==> config.mk <==
export PLATFORM = sky130hd
export DESIGN_NAME = midpoint_ellipse_rasterizer
export DESIGN_NICKNAME = d
export VERILOG_FILES = /design/src/design/mer_pkg.sv /design/src/design/midpoint_ellipse_rasterizer.sv /design/src/design/mer_ctrl.sv /design/src/design/mer_datapath.sv
export SDC_FILE = /design/constraint.sdc
export NUM_CORES = 2
export LEC_CHECK = 0
export BUFFER_PORTS_ARGS = -buffer_cell sky130_fd_sc_hd__clkbuf_2
export CAP_MARGIN = 20
export CORE_ASPECT_RATIO = 1.75
export CORE_MARGIN = 10
export CORE_UTILIZATION = 30
export DETAILED_ROUTE_END_ITERATION = 7
export GPL_ROUTABILITY_DRIVEN = 0
export PLACE_DENSITY = 0.44
export SLEW_MARGIN = 25
export SYNTH_ARGS = -nofsm -noshare
export SYNTH_HDL_FRONTEND = slang
export SYNTH_SLANG_ARGS = --single-unit
export TNS_END_PERCENT = 20
==> constraint.sdc <==
create_clock -name i_clk -period 12.6 [get_ports i_clk]
set_input_delay 1.26 -clock i_clk [delete_from_list [all_inputs] [get_ports i_clk]]
set_output_delay 1.26 -clock i_clk [all_outputs]
set_load 0.03 [all_outputs]
==> src/design/mer_pkg.sv <==
// Shared types and constants of the midpoint ellipse rasterizer.
// No dependencies; used by mer_ctrl, mer_datapath and the top level.
package mer_pkg;

    localparam int AXIS_BITS = 10;
    localparam int OUT_BITS  = AXIS_BITS + 1;
    localparam int SQ_BITS   = 2 * AXIS_BITS;
    localparam int SUM_BITS  = 2 * AXIS_BITS + 1;
    localparam int PROD_BITS = 4 * AXIS_BITS;
    localparam int REM_BITS  = 2 * AXIS_BITS + 2;
    localparam int RT_BITS   = AXIS_BITS + 3;
    localparam int DEC_BITS  = 4 * AXIS_BITS + 8;
    localparam int CNT_BITS  = $clog2(4 * AXIS_BITS);

    localparam logic CMD_START   = 1'b0;
    localparam logic CMD_ADVANCE = 1'b1;

    localparam logic [1:0] LAST_MIRROR = 2'd3;

    typedef enum logic [4:0] {
        S_IDLE,
        S_SQ_A,
        S_SQ_B,
        S_MUL_A2B,
        S_INIT1,
        S_DIV_LOAD,
        S_DIV,
        S_SQRT_LOAD,
        S_SQRT,
        S_STEP_MUL,
        S_STEP_ADD,
        S_STEP_SUB,
        S_R2_MUL,
        S_R2_INIT,
        S_CHECK,
        S_EMIT,
        S_EMIT_NONE
    } t_state;

    typedef enum logic [1:0] {
        PH_IDLE,
        PH_REG1,
        PH_REG2,
        PH_DONE
    } t_phase;

    typedef enum logic [3:0] {
        DP_NOP,
        DP_LOAD,
        DP_SQ_A,
        DP_SQ_B,
        DP_MUL_A2B,
        DP_INIT1,
        DP_DIV_LOAD,
        DP_DIV_STEP,
        DP_SQRT_LOAD,
        DP_SQRT_STEP,
        DP_STEP_MUL,
        DP_STEP_ADD,
        DP_STEP_SUB,
        DP_R2_MUL,
        DP_R2_INIT
    } t_dp_op;

    typedef struct packed {
        t_dp_op     op;
        logic       region2;
        logic       emit;
        logic [1:0] emit_k;
        logic       emit_point;
        logic       emit_last;
        logic       emit_done;
    } t_dp_cmd;

    typedef struct packed {
        logic x_le_bound;
        logic out_free;
    } t_dp_stat;

endpackage

==> src/design/midpoint_ellipse_rasterizer.sv <==
// Top level of the midpoint ellipse rasterizer: controller plus datapath.
// Depends on mer_pkg, mer_ctrl and mer_datapath.

// Traces the first-quadrant arc of an origin-centred ellipse and sends every
// point as its four mirrored copies, in the order (x,y), (x,-y), (-x,y),
// (-x,-y), the last one flagged with last_of_step. A start transfer (cmd 0)
// loads the semi-axes (a zero axis counts as one) and yields the four copies
// of (0,b); each advance transfer (cmd 1) yields the next point. Region 1
// steps x up from (0,b) while x is at or below the boundary
// floor(a^2/sqrt(a^2+b^2)); then the arc restarts at (a,0) and region 2
// steps y up until x falls to the boundary. ellipse_done marks the four
// copies of the last point and every later advance. An advance with no
// ellipse loaded, or after completion, returns one result with has_point
// low. Items are processed one at a time; the output register lets the next
// item be taken while the last result is still waiting. A start loads the
// axes, squares a and b, forms a^2*b and the region 1 decision, then runs
// the serial divider (one quotient bit per step) and the serial square root
// (one root bit per step) for the boundary; a region step runs multiply, add
// and subtract on the shared multiplier (plus a check in region 2); the
// switch to region 2 runs its own multiply, the region 2 setup and the check.
// Each then loads its four copies into the output register as it has room,
// and the input is ready again in the same cycle as the last copy first
// shows there.
module midpoint_ellipse_rasterizer (
    input  logic                                i_clk,
    input  logic                                i_rst_n,
    input  logic                                i_valid,
    output logic                                o_ready,
    input  logic                                i_cmd,
    input  logic [mer_pkg::AXIS_BITS-1:0]       i_semi_axis_a,
    input  logic [mer_pkg::AXIS_BITS-1:0]       i_semi_axis_b,
    output logic                                o_valid,
    input  logic                                i_ready,
    output logic signed [mer_pkg::OUT_BITS-1:0] o_point_x,
    output logic signed [mer_pkg::OUT_BITS-1:0] o_point_y,
    output logic                                o_has_point,
    output logic                                o_last_of_step,
    output logic                                o_ellipse_done
);

    mer_pkg::t_dp_cmd  dp_cmd;
    mer_pkg::t_dp_stat dp_stat;

    // sequencer: walks each transfer through setup, stepping and output
    mer_ctrl u_ctrl (
        .i_clk   (i_clk),
        .i_rst_n (i_rst_n),
        .i_valid (i_valid),
        .i_cmd   (i_cmd),
        .o_ready (o_ready),
        .i_stat  (dp_stat),
        .o_cmd   (dp_cmd)
    );

    // arithmetic, point state and the output register
    mer_datapath u_datapath (
        .i_clk          (i_clk),
        .i_rst_n        (i_rst_n),
        .i_cmd          (dp_cmd),
        .o_stat         (dp_stat),
        .i_semi_axis_a  (i_semi_axis_a),
        .i_semi_axis_b  (i_semi_axis_b),
        .o_valid        (o_valid),
        .i_ready        (i_ready),
        .o_point_x      (o_point_x),
        .o_point_y      (o_point_y),
        .o_has_point    (o_has_point),
        .o_last_of_step (o_last_of_step),
        .o_ellipse_done (o_ellipse_done)
    );

    // a result without a point is always the whole answer to its transfer
    a_nopoint_last : assert property (@(posedge i_clk) disable iff (!i_rst_n)
        o_valid && !o_has_point |-> o_last_of_step && o_point_x == '0
                                    && o_point_y == '0)
        else $error("empty result not last or not zero");

    // a start always runs the boundary setup, so input is not ready next cycle
    a_start_busy : assert property (@(posedge i_clk) disable iff (!i_rst_n)
        i_valid && o_ready && i_cmd == mer_pkg::CMD_START |=> !o_ready)
        else $error("input ready right after a start");

    // the controller only loads the output register when there is room
    a_emit_room : assert property (@(posedge i_clk) disable iff (!i_rst_n)
        dp_cmd.emit |-> dp_stat.out_free)
        else $error("result loaded over an untaken one");

    // the first mirrored copy of a point has non-negative coordinates
    a_first_mirror : assert property (@(posedge i_clk) disable iff (!i_rst_n)
        dp_cmd.emit && dp_cmd.emit_point && dp_cmd.emit_k == 2'd0
        |=> !o_point_x[mer_pkg::OUT_BITS-1] && !o_point_y[mer_pkg::OUT_BITS-1])
        else $error("first mirror copy negative");

endmodule

==> src/design/mer_ctrl.sv <==
// Controller of the midpoint ellipse rasterizer: sequencing state machine,
// trace phase and step counters. Depends on mer_pkg.
module mer_ctrl (
    input  logic              i_clk,
    input  logic              i_rst_n,
    input  logic              i_valid,
    input  logic              i_cmd,
    output logic              o_ready,
    input  mer_pkg::t_dp_stat i_stat,
    output mer_pkg::t_dp_cmd  o_cmd
);

    mer_pkg::t_state                r_state, n_state;
    mer_pkg::t_phase                r_phase, n_phase;
    logic [mer_pkg::CNT_BITS-1:0]   r_cnt, n_cnt;
    logic [1:0]                     r_k, n_k;
    logic                           r_done_flag, n_done_flag;

    always_ff @(posedge i_clk) begin
        if (!i_rst_n) begin
            r_state     <= mer_pkg::S_IDLE;
            r_phase     <= mer_pkg::PH_IDLE;
            r_cnt       <= '0;
            r_k         <= '0;
            r_done_flag <= 1'b0;
        end else begin
            r_state     <= n_state;
            r_phase     <= n_phase;
            r_cnt       <= n_cnt;
            r_k         <= n_k;
            r_done_flag <= n_done_flag;
        end
    end

    always_comb begin
        n_state     = r_state;
        n_phase     = r_phase;
        n_cnt       = r_cnt;
        n_k         = r_k;
        n_done_flag = r_done_flag;
        o_ready     = (r_state == mer_pkg::S_IDLE);

        o_cmd.op         = mer_pkg::DP_NOP;
        o_cmd.region2    = (r_phase == mer_pkg::PH_REG2);
        o_cmd.emit       = 1'b0;
        o_cmd.emit_k     = r_k;
        o_cmd.emit_point = 1'b1;
        o_cmd.emit_last  = 1'b0;
        o_cmd.emit_done  = r_done_flag;

        unique case (r_state)
            mer_pkg::S_IDLE: begin
                n_k = '0;
                if (i_valid) begin
                    if (i_cmd == mer_pkg::CMD_START) begin
                        o_cmd.op    = mer_pkg::DP_LOAD;
                        n_phase     = mer_pkg::PH_REG1;
                        n_done_flag = 1'b0;
                        n_state     = mer_pkg::S_SQ_A;
                    end else begin
                        unique case (r_phase)
                            mer_pkg::PH_IDLE: begin
                                n_done_flag = 1'b0;
                                n_state     = mer_pkg::S_EMIT_NONE;
                            end
                            mer_pkg::PH_DONE: begin
                                n_done_flag = 1'b1;
                                n_state     = mer_pkg::S_EMIT_NONE;
                            end
                            mer_pkg::PH_REG1: begin
                                n_done_flag = 1'b0;
                                n_state     = i_stat.x_le_bound ? mer_pkg::S_STEP_MUL
                                                                : mer_pkg::S_R2_MUL;
                            end
                            default: begin
                                n_state = i_stat.x_le_bound ? mer_pkg::S_CHECK
                                                            : mer_pkg::S_STEP_MUL;
                            end
                        endcase
                    end
                end
            end
            mer_pkg::S_SQ_A: begin
                o_cmd.op = mer_pkg::DP_SQ_A;
                n_state  = mer_pkg::S_SQ_B;
            end
            mer_pkg::S_SQ_B: begin
                o_cmd.op = mer_pkg::DP_SQ_B;
                n_state  = mer_pkg::S_MUL_A2B;
            end
            mer_pkg::S_MUL_A2B: begin
                o_cmd.op = mer_pkg::DP_MUL_A2B;
                n_state  = mer_pkg::S_INIT1;
            end
            mer_pkg::S_INIT1: begin
                o_cmd.op = mer_pkg::DP_INIT1;
                n_state  = mer_pkg::S_DIV_LOAD;
            end
            mer_pkg::S_DIV_LOAD: begin
                o_cmd.op = mer_pkg::DP_DIV_LOAD;
                n_cnt    = mer_pkg::CNT_BITS'(mer_pkg::PROD_BITS - 1);
                n_state  = mer_pkg::S_DIV;
            end
            mer_pkg::S_DIV: begin
                o_cmd.op = mer_pkg::DP_DIV_STEP;
                if (r_cnt == '0) begin
                    n_state = mer_pkg::S_SQRT_LOAD;
                end else begin
                    n_cnt = r_cnt - 1'b1;
                end
            end
            mer_pkg::S_SQRT_LOAD: begin
                o_cmd.op = mer_pkg::DP_SQRT_LOAD;
                n_cnt    = mer_pkg::CNT_BITS'(mer_pkg::AXIS_BITS - 1);
                n_state  = mer_pkg::S_SQRT;
            end
            mer_pkg::S_SQRT: begin
                o_cmd.op = mer_pkg::DP_SQRT_STEP;
                if (r_cnt == '0) begin
                    n_state = mer_pkg::S_EMIT;
                end else begin
                    n_cnt = r_cnt - 1'b1;
                end
            end
            mer_pkg::S_STEP_MUL: begin
                o_cmd.op = mer_pkg::DP_STEP_MUL;
                n_state  = mer_pkg::S_STEP_ADD;
            end
            mer_pkg::S_STEP_ADD: begin
                o_cmd.op = mer_pkg::DP_STEP_ADD;
                n_state  = mer_pkg::S_STEP_SUB;
            end
            mer_pkg::S_STEP_SUB: begin
                o_cmd.op = mer_pkg::DP_STEP_SUB;
                n_state  = (r_phase == mer_pkg::PH_REG2) ? mer_pkg::S_CHECK
                                                         : mer_pkg::S_EMIT;
            end
            mer_pkg::S_R2_MUL: begin
                o_cmd.op = mer_pkg::DP_R2_MUL;
                n_state  = mer_pkg::S_R2_INIT;
            end
            mer_pkg::S_R2_INIT: begin
                o_cmd.op = mer_pkg::DP_R2_INIT;
                n_phase  = mer_pkg::PH_REG2;
                n_state  = mer_pkg::S_CHECK;
            end
            mer_pkg::S_CHECK: begin
                // arc is complete once x has come back to the boundary
                if (i_stat.x_le_bound) begin
                    n_phase     = mer_pkg::PH_DONE;
                    n_done_flag = 1'b1;
                end else begin
                    n_done_flag = 1'b0;
                end
                n_state = mer_pkg::S_EMIT;
            end
            mer_pkg::S_EMIT: begin
                if (i_stat.out_free) begin
                    o_cmd.emit      = 1'b1;
                    o_cmd.emit_last = (r_k == mer_pkg::LAST_MIRROR);
                    if (r_k == mer_pkg::LAST_MIRROR) begin
                        n_state = mer_pkg::S_IDLE;
                    end else begin
                        n_k = r_k + 1'b1;
                    end
                end
            end
            mer_pkg::S_EMIT_NONE: begin
                if (i_stat.out_free) begin
                    o_cmd.emit       = 1'b1;
                    o_cmd.emit_point = 1'b0;
                    o_cmd.emit_last  = 1'b1;
                    n_state          = mer_pkg::S_IDLE;
                end
            end
            default: begin
                n_state = mer_pkg::S_IDLE;
            end
        endcase
    end

endmodule

==> src/design/mer_datapath.sv <==
// Datapath of the midpoint ellipse rasterizer: shared multiplier, decision
// accumulator, serial divider and square root, output register. Uses mer_pkg.
module mer_datapath (
    input  logic                                i_clk,
    input  logic                                i_rst_n,
    input  mer_pkg::t_dp_cmd                    i_cmd,
    output mer_pkg::t_dp_stat                   o_stat,
    input  logic [mer_pkg::AXIS_BITS-1:0]       i_semi_axis_a,
    input  logic [mer_pkg::AXIS_BITS-1:0]       i_semi_axis_b,
    output logic                                o_valid,
    input  logic                                i_ready,
    output logic signed [mer_pkg::OUT_BITS-1:0] o_point_x,
    output logic signed [mer_pkg::OUT_BITS-1:0] o_point_y,
    output logic                                o_has_point,
    output logic                                o_last_of_step,
    output logic                                o_ellipse_done
);

    localparam int AW = mer_pkg::AXIS_BITS;
    localparam int SW = mer_pkg::SQ_BITS;
    localparam int PW = mer_pkg::PROD_BITS;
    localparam int DW = mer_pkg::DEC_BITS;
    localparam int RW = mer_pkg::REM_BITS;
    localparam int TW = mer_pkg::RT_BITS;
    localparam int OW = mer_pkg::OUT_BITS;

    logic [AW-1:0]        r_axis_a, n_axis_a;
    logic [AW-1:0]        r_axis_b, n_axis_b;
    logic [SW-1:0]        r_a2, n_a2;
    logic [SW-1:0]        r_b2, n_b2;
    logic [AW-1:0]        r_x, n_x;
    logic [AW-1:0]        r_y, n_y;
    logic signed [DW-1:0] r_dec, n_dec;
    logic [AW-1:0]        r_bound, n_bound;
    logic [PW-1:0]        r_prod, n_prod;
    logic [PW-1:0]        r_dq, n_dq;
    logic [RW-1:0]        r_rem, n_rem;
    logic [SW:0]          r_s, n_s;
    logic                 r_diag, n_diag;
    logic                 r_out_valid, n_out_valid;
    logic signed [OW-1:0] r_out_x, n_out_x;
    logic signed [OW-1:0] r_out_y, n_out_y;
    logic                 r_out_has, n_out_has;
    logic                 r_out_last, n_out_last;
    logic                 r_out_done, n_out_done;

    logic [SW-1:0]        m_a, m_b;
    logic [PW-1:0]        mul_p;
    logic [RW-1:0]        div_sh;
    logic [TW-1:0]        sq_sh, sq_trial;
    logic [OW-1:0]        px, py;

    function automatic logic signed [DW-1:0] to_dec(input logic [PW-1:0] v);
        return signed'({{(DW - PW){1'b0}}, v});
    endfunction

    // shared multiplier operand select
    always_comb begin
        m_a = '0;
        m_b = '0;
        case (i_cmd.op)
            mer_pkg::DP_SQ_A: begin
                m_a = SW'(r_axis_a);
                m_b = SW'(r_axis_a);
            end
            mer_pkg::DP_SQ_B: begin
                m_a = SW'(r_axis_b);
                m_b = SW'(r_axis_b);
            end
            mer_pkg::DP_MUL_A2B: begin
                m_a = r_a2;
                m_b = SW'(r_axis_b);
            end
            mer_pkg::DP_INIT1: begin
                m_a = r_a2;
                m_b = r_a2;
            end
            mer_pkg::DP_STEP_MUL: begin
                m_a = i_cmd.region2 ? r_a2 : r_b2;
                m_b = i_cmd.region2 ? (SW'({r_y, 1'b0}) + SW'(3))
                                    : (SW'({r_x, 1'b0}) + SW'(3));
            end
            mer_pkg::DP_STEP_ADD: begin
                m_a = i_cmd.region2 ? r_b2 : r_a2;
                m_b = i_cmd.region2 ? (SW'(r_x) - SW'(1)) : (SW'(r_y) - SW'(1));
            end
            mer_pkg::DP_R2_MUL: begin
                m_a = r_b2;
                m_b = SW'(r_axis_a);
            end
            default: begin
                m_a = '0;
                m_b = '0;
            end
        endcase
    end

    assign mul_p    = m_a * m_b;
    assign div_sh   = {r_rem[RW-2:0], r_dq[PW-1]};
    assign sq_sh    = {r_rem[AW:0], r_dq[SW-1 -: 2]};
    assign sq_trial = {1'b0, r_bound, 2'b01};
    assign px       = {1'b0, r_x};
    assign py       = {1'b0, r_y};

    always_comb begin
        n_axis_a    = r_axis_a;
        n_axis_b    = r_axis_b;
        n_a2        = r_a2;
        n_b2        = r_b2;
        n_x         = r_x;
        n_y         = r_y;
        n_dec       = r_dec;
        n_bound     = r_bound;
        n_prod      = r_prod;
        n_dq        = r_dq;
        n_rem       = r_rem;
        n_s         = r_s;
        n_diag      = r_diag;

        case (i_cmd.op)
            mer_pkg::DP_LOAD: begin
                n_axis_a = (i_semi_axis_a == '0) ? AW'(1) : i_semi_axis_a;
                n_axis_b = (i_semi_axis_b == '0) ? AW'(1) : i_semi_axis_b;
                n_x      = '0;
                n_y      = (i_semi_axis_b == '0) ? AW'(1) : i_semi_axis_b;
            end
            mer_pkg::DP_SQ_A: begin
                n_prod = mul_p;
            end
            mer_pkg::DP_SQ_B: begin
                n_a2   = r_prod[SW-1:0];
                n_prod = mul_p;
            end
            mer_pkg::DP_MUL_A2B: begin
                n_b2   = r_prod[SW-1:0];
                n_prod = mul_p;
            end
            mer_pkg::DP_INIT1: begin
                // 4*(b2 - a2*b + a2/4)
                n_dec  = (to_dec(PW'(r_b2)) <<< 2) - (to_dec(r_prod) <<< 2)
                         + to_dec(PW'(r_a2));
                n_prod = mul_p;
            end
            mer_pkg::DP_DIV_LOAD: begin
                n_dq  = r_prod;
                n_rem = '0;
                n_s   = {1'b0, r_a2} + {1'b0, r_b2};
            end
            mer_pkg::DP_DIV_STEP: begin
                if (div_sh >= RW'(r_s)) begin
                    n_rem = div_sh - RW'(r_s);
                    n_dq  = {r_dq[PW-2:0], 1'b1};
                end else begin
                    n_rem = div_sh;
                    n_dq  = {r_dq[PW-2:0], 1'b0};
                end
            end
            mer_pkg::DP_SQRT_LOAD: begin
                n_rem   = '0;
                n_bound = '0;
            end
            mer_pkg::DP_SQRT_STEP: begin
                n_dq = {r_dq[PW-3:0], 2'b00};
                if (sq_sh >= sq_trial) begin
                    n_rem   = RW'(sq_sh - sq_trial);
                    n_bound = {r_bound[AW-2:0], 1'b1};
                end else begin
                    n_rem   = RW'(sq_sh);
                    n_bound = {r_bound[AW-2:0], 1'b0};
                end
            end
            mer_pkg::DP_STEP_MUL: begin
                n_prod = mul_p;
                // region 1 holds y once it reaches the axis
                n_diag = (r_dec >= 0) && (i_cmd.region2 || (r_y != '0));
            end
            mer_pkg::DP_STEP_ADD: begin
                n_dec  = r_dec + (to_dec(r_prod) <<< 2);
                n_prod = mul_p;
            end
            mer_pkg::DP_STEP_SUB: begin
                if (r_diag) begin
                    n_dec = r_dec - (to_dec(r_prod) <<< 3);
                end
                if (i_cmd.region2) begin
                    if (r_diag) begin
                        n_x = r_x - 1'b1;
                    end
                    if (r_y != '1) begin
                        n_y = r_y + 1'b1;
                    end
                end else begin
                    if (r_diag) begin
                        n_y = r_y - 1'b1;
                    end
                    n_x = r_x + 1'b1;
                end
            end
            mer_pkg::DP_R2_MUL: begin
                n_prod = mul_p;
            end
            mer_pkg::DP_R2_INIT: begin
                // 4*(a2 - b2*a + b2/4)
                n_x   = r_axis_a;
                n_y   = '0;
                n_dec = (to_dec(PW'(r_a2)) <<< 2) - (to_dec(r_prod) <<< 2)
                        + to_dec(PW'(r_b2));
            end
            default: begin
                n_diag = r_diag;
            end
        endcase
    end

    // output register; mirror k: bit 1 negates x, bit 0 negates y
    always_comb begin
        n_out_valid = r_out_valid && !i_ready;
        n_out_x     = r_out_x;
        n_out_y     = r_out_y;
        n_out_has   = r_out_has;
        n_out_last  = r_out_last;
        n_out_done  = r_out_done;
        if (i_cmd.emit) begin
            n_out_valid = 1'b1;
            n_out_has   = i_cmd.emit_point;
            n_out_last  = i_cmd.emit_last;
            n_out_done  = i_cmd.emit_done;
            if (i_cmd.emit_point) begin
                n_out_x = signed'(i_cmd.emit_k[1] ? ((~px) + OW'(1)) : px);
                n_out_y = signed'(i_cmd.emit_k[0] ? ((~py) + OW'(1)) : py);
            end else begin
                n_out_x = '0;
                n_out_y = '0;
            end
        end
    end

    always_ff @(posedge i_clk) begin
        if (!i_rst_n) begin
            r_out_valid <= 1'b0;
        end else begin
            r_out_valid <= n_out_valid;
        end
    end

    always_ff @(posedge i_clk) begin
        r_axis_a   <= n_axis_a;
        r_axis_b   <= n_axis_b;
        r_a2       <= n_a2;
        r_b2       <= n_b2;
        r_x        <= n_x;
        r_y        <= n_y;
        r_dec      <= n_dec;
        r_bound    <= n_bound;
        r_prod     <= n_prod;
        r_dq       <= n_dq;
        r_rem      <= n_rem;
        r_s        <= n_s;
        r_diag     <= n_diag;
        r_out_x    <= n_out_x;
        r_out_y    <= n_out_y;
        r_out_has  <= n_out_has;
        r_out_last <= n_out_last;
        r_out_done <= n_out_done;
    end

    assign o_stat.x_le_bound = (r_x <= r_bound);
    assign o_stat.out_free   = !r_out_valid || i_ready;

    assign o_valid        = r_out_valid;
    assign o_point_x      = r_out_x;
    assign o_point_y      = r_out_y;
    assign o_has_point    = r_out_has;
    assign o_last_of_step = r_out_last;
    assign o_ellipse_done = r_out_done;

endmodule

==> summary.md <==
The sequential cells in the finished layout cover a total of 0.008869 sq mm. The maximum fanout count along the critical path is 64. Sorting the synthesized cells by area gives the leading types as edfxtp_1 (21%), fa_1 (16%), ha_1 (12%), inv_1 (5.0%), nand2_1 (4.4%). The H-tree was split into 2 levels.

Dividing the synthesized area by the synthesized cell count gives 8.754 sq um. In the layout the commonest cells are inv_1 (539), nand2_1 (467), ha_1 (396), nor2_1 (393), fa_1 (330). The run gives 224100 um as the first-pass GRT wire length. At the worst endpoint, the required time is 12.93 ns. Once the clock tree was built, the resizer swapped 0 gates to a different size. The horizontal extent of the die is 297.3 um. Number of buffers created by CTS: 37. Dividing the detail-routed via count by the number of cells gives 5.310. The initial cell density of the core is 0.3011, and the number of nets produced by synthesis is 5364. The startpoint kind of the worst setup timing path is a flop. The total I/O pin count was 52; the floorplan die area was 0.1502 sq mm. The post-synth design cell area came out at 0.04037 sq mm. The worst-case IR drop observed on VDD is 0.0001073 V. For this run, the number of Yosys warnings is 0.

The first-pass detailed-route iteration total came out at 5. The share of flip-flops with an asynchronous set or reset after synthesis works out to 0. The tightest min-delay check is of the flop to flop type. Highest achievable clock rate: 91.54 MHz.

The logs give 1.676 ns for the worst setup margin and 0 for the post-detailed-route DRC marker count. After clock tree synthesis, the setup repair step added 0 buffers. The cell sitting at the root of the clock tree is a clkbuf_16. Leaving out fill and tap cells, the most frequent cell in the layout is inv_1.

Counting I/O delays and the setup requirement, the final critical path takes 10.92 ns. For the final database, setup skew stands at 0.04247 ns. The logs give 4612 for the cell count after synthesis and 0.2197 for the register area share after synthesis. The area share of the leading cell type in the synthesized netlist came out at 0.2112. Yosys mapped the design onto 102 distinct sky130hd cell types.

Across all hold checks on the routed design, the worst slack comes to 0.5142 ns. Setup repair after global routing left no endpoint under its margin. The filler cell count is 14290, and the later-pin clock latency in the skew report is 0.62 ns. The routed length on met2 came out at 83100 um. Detailed placement ended at an HPWL of 124200 um.

The number of hold-slack violations in the final timing report is 0. The run gives 0 as the number of pins exceeding their max-slew limit in the final report. Entering global routing, the biggest net connects 65 pins. Among the stages of the critical path, the cell type that occurs most often is fa_1. Total of flip-flops plus latches after synthesis: 301. The post-route antenna net violation count came out at 0.

STA classifies the critical path endpoint as a flop. Share of the clock period used by the worst path: 0.8670. The routed design uses 3389 um of met3 wire.

The tools report the global-route usage over all layers as 0.1945. For the pin with the worst max-slew slack, the measured transition is 1.125 ns. The average wire per cell in the routed design is 23.43 um. Counting every sink on the clock net gives 301. The tool flagged a number of max-cap violations equal to 0. The die is 505.3 um tall. Clock-pin slew was measured on the worst setup and hold paths at 0.07 ns. The run gives 0.2408 as the worst max-slew margin expressed relative to the limit. The fraction of final layout cells sized beyond drive strength 1 is 0.06312. Setup total negative slack on the finished layout was measured at 0 ns.

The number of antenna violations at the first check in global routing is 2, and the number of hold buffers added after cts is 0. Power density normalized to cell area: 236.6 mW/mm^2. The longest clock path from root to sink contains 3 buffers. The tools report the area taken by multi-input logic gates as 0.02882 sq mm. The layout overhead on the synthesized area is 9.523%, and the first-iteration detailed-routing DRC count is 2011. The run finished with clean final reports.

The tools report the number of rows created at floorplan as 178. The slowest stage cell on the critical path was buf_4. The final count of negative-setup-slack endpoints is 0. The analysis attributes to cell leakage a power of 19.18 nW. The critical path start-end classification was flop to flop. Uppermost metal layer occupied by signal nets: met4.

The core region is 0.1341 sq mm. For this block, wires on met1 add up to 55520 um. Dominant synthesized flop cell: edfxtp_1.

The longest individual stage delay on the worst path was 0.58 ns; the critical path data arrival time was 11.25 ns. For the number of nets at the end of the flow, the log shows 5333. Yosys mapped a number of flops with a built-in enable equal to 284. Input and output buffers added on the ports amount to 51.

The run gives 35830 as the number of global-route vias before repair. Total vias in the final route: 34040. Prior to clock tree synthesis, the placed netlist has a worst setup slack of 1.682 ns. The routed design has 150200 um of wire. Global routing finished with a remaining overflow of 0. The library cell occupying the most area in the post-synthesis netlist was edfxtp_1.

TritonCTS built the clock tree.
worst max-delay path: cells and delay by family, from the launching register on:
| kind | cells | cell delay (ns) |
|---|---|---|
| adders and majority gates | 9 | 4.15 |
| AOI/OAI and AO/OA | 13 | 3.26 |
| and+or+nand+nor | 9 | 1.33 |
| buffers and inverters | 7 | 1.20 |
| DFF | 1 | 0.33 |
| xor gates and xnor gates | 2 | 0.29 |
layer usage:
metal  GRT usage  vias up
li1            -    16070
met1      0.2042    17000
met5           0        -
met3     0.01100      268
met2      0.3848      709
met4     0.09554        0
area by class of cell:
class	count	area share
flip-flops and latches	301	0.2006
clock buffers	41	0.02128
inverters	543	0.04609
well taps	1800	0.05093
clock inverters	27	0.009507
multi-input cells	3564	0.6517
diodes	1	0.00005659
repair buffers	134	0.01986
worst paths after layout:
kind,start,endpoint,slack (ns),cells past startpoint
max,u_ctrl.r_phase[0]$_SDFFE_PN0P_,u_datapath.r_prod[38]$_DFFE_PP_,1.68,40
max reg2reg,u_ctrl.r_phase[0]$_SDFFE_PN0P_,u_datapath.r_prod[38]$_DFFE_PP_,1.68,40
min reg2reg,u_ctrl.r_done_flag$_SDFFE_PN0P_,u_datapath.o_ellipse_done$_DFFE_PP_,0.51,0
min,u_ctrl.r_done_flag$_SDFFE_PN0P_,u_datapath.o_ellipse_done$_DFFE_PP_,0.51,0
kinds of logic (layout without fill, tap and decap cells):
family / after synthesis / count (layout) / synth area share
xor gates and xnor gates: 316 / 316 / 0.06874
muxes: 51 / 51 / 0.01271
buffers and inverters: 747 / 745 / 0.07019
adders and majority gates: 727 / 727 / 0.2867
and+or+nand+nor: 1373 / 1373 / 0.1563
DFF: 301 / 301 / 0.2197
other: 0 / 1 / 0
AOI/OAI and AO/OA: 1097 / 1097 / 0.1857
flip-flops by register name (all words and copies together), names as in the netlist, 2 cells and up:
signal                flops
u_datapath.r_b2          20
u_datapath.r_prod        40
u_ctrl.r_state            5
u_datapath.r_dec         46
u_datapath.r_axis_a      10
u_datapath.r_bound       10
u_datapath.r_s           21
u_ctrl.r_k                2
u_datapath.o_point_y     11
u_datapath.r_x           10
u_datapath.o_point_x     11
u_ctrl.r_phase            2
u_datapath.r_axis_b      10
u_datapath.r_rem         21
u_datapath.r_y           10
u_ctrl.r_cnt              6
u_datapath.r_dq          40
u_datapath.r_a2          20
Yosys cell counts (11+ instances only):
master / n
a221oi_1: 22
and3_1: 40
a211oi_1: 31
nor2_1: 403
fa_1: 330
nand2b_1: 46
o21bai_1: 39
nand3_1: 94
xnor2_1: 189
mux2i_1: 49
a21boi_0: 13
o21a_1: 43
ha_1: 397
nand4_1: 41
clkbuf_1: 178
edfxtp_1: 284
a21oi_1: 268
a21o_1: 126
xor2_1: 126
dfxtp_1: 17
nor3_1: 113
and2_1: 15
or2_2: 13
nor4_1: 21
or3_1: 24
nand2_1: 468
o221ai_1: 11
buf_1: 14
a31oi_1: 17
a22o_1: 26
a221o_1: 55
o211ai_1: 31
o21ai_0: 184
o22ai_1: 42
a22oi_1: 29
nor2b_1: 43
inv_1: 539
o31ai_1: 22
a31o_2: 14
nor3b_1: 11
stage by stage:
stage / util / cell area [sq um] / std cells / power (mW)
floorplan: - / 40370 / 4612 / 6.910
global placement: 0.3195 / 42830 / 6341 / 9.171
detailed placement: 0.3196 / 42850 / 6342 / 9.193
CTS: 0.3298 / 44210 / 6410 / 10.48
global route: 0.3298 / 44220 / 6411 / 11.22
finish: 0.3298 / 44220 / 6411 / 10.46
power breakdown:
part           switching, mW  internal [mW]
Clock                  0.507          0.719
Sequential             0.431           1.57
Combinational           4.59           2.65
Total                   5.53           4.94
Note: power is estimated with default switching activity, not from simulation.
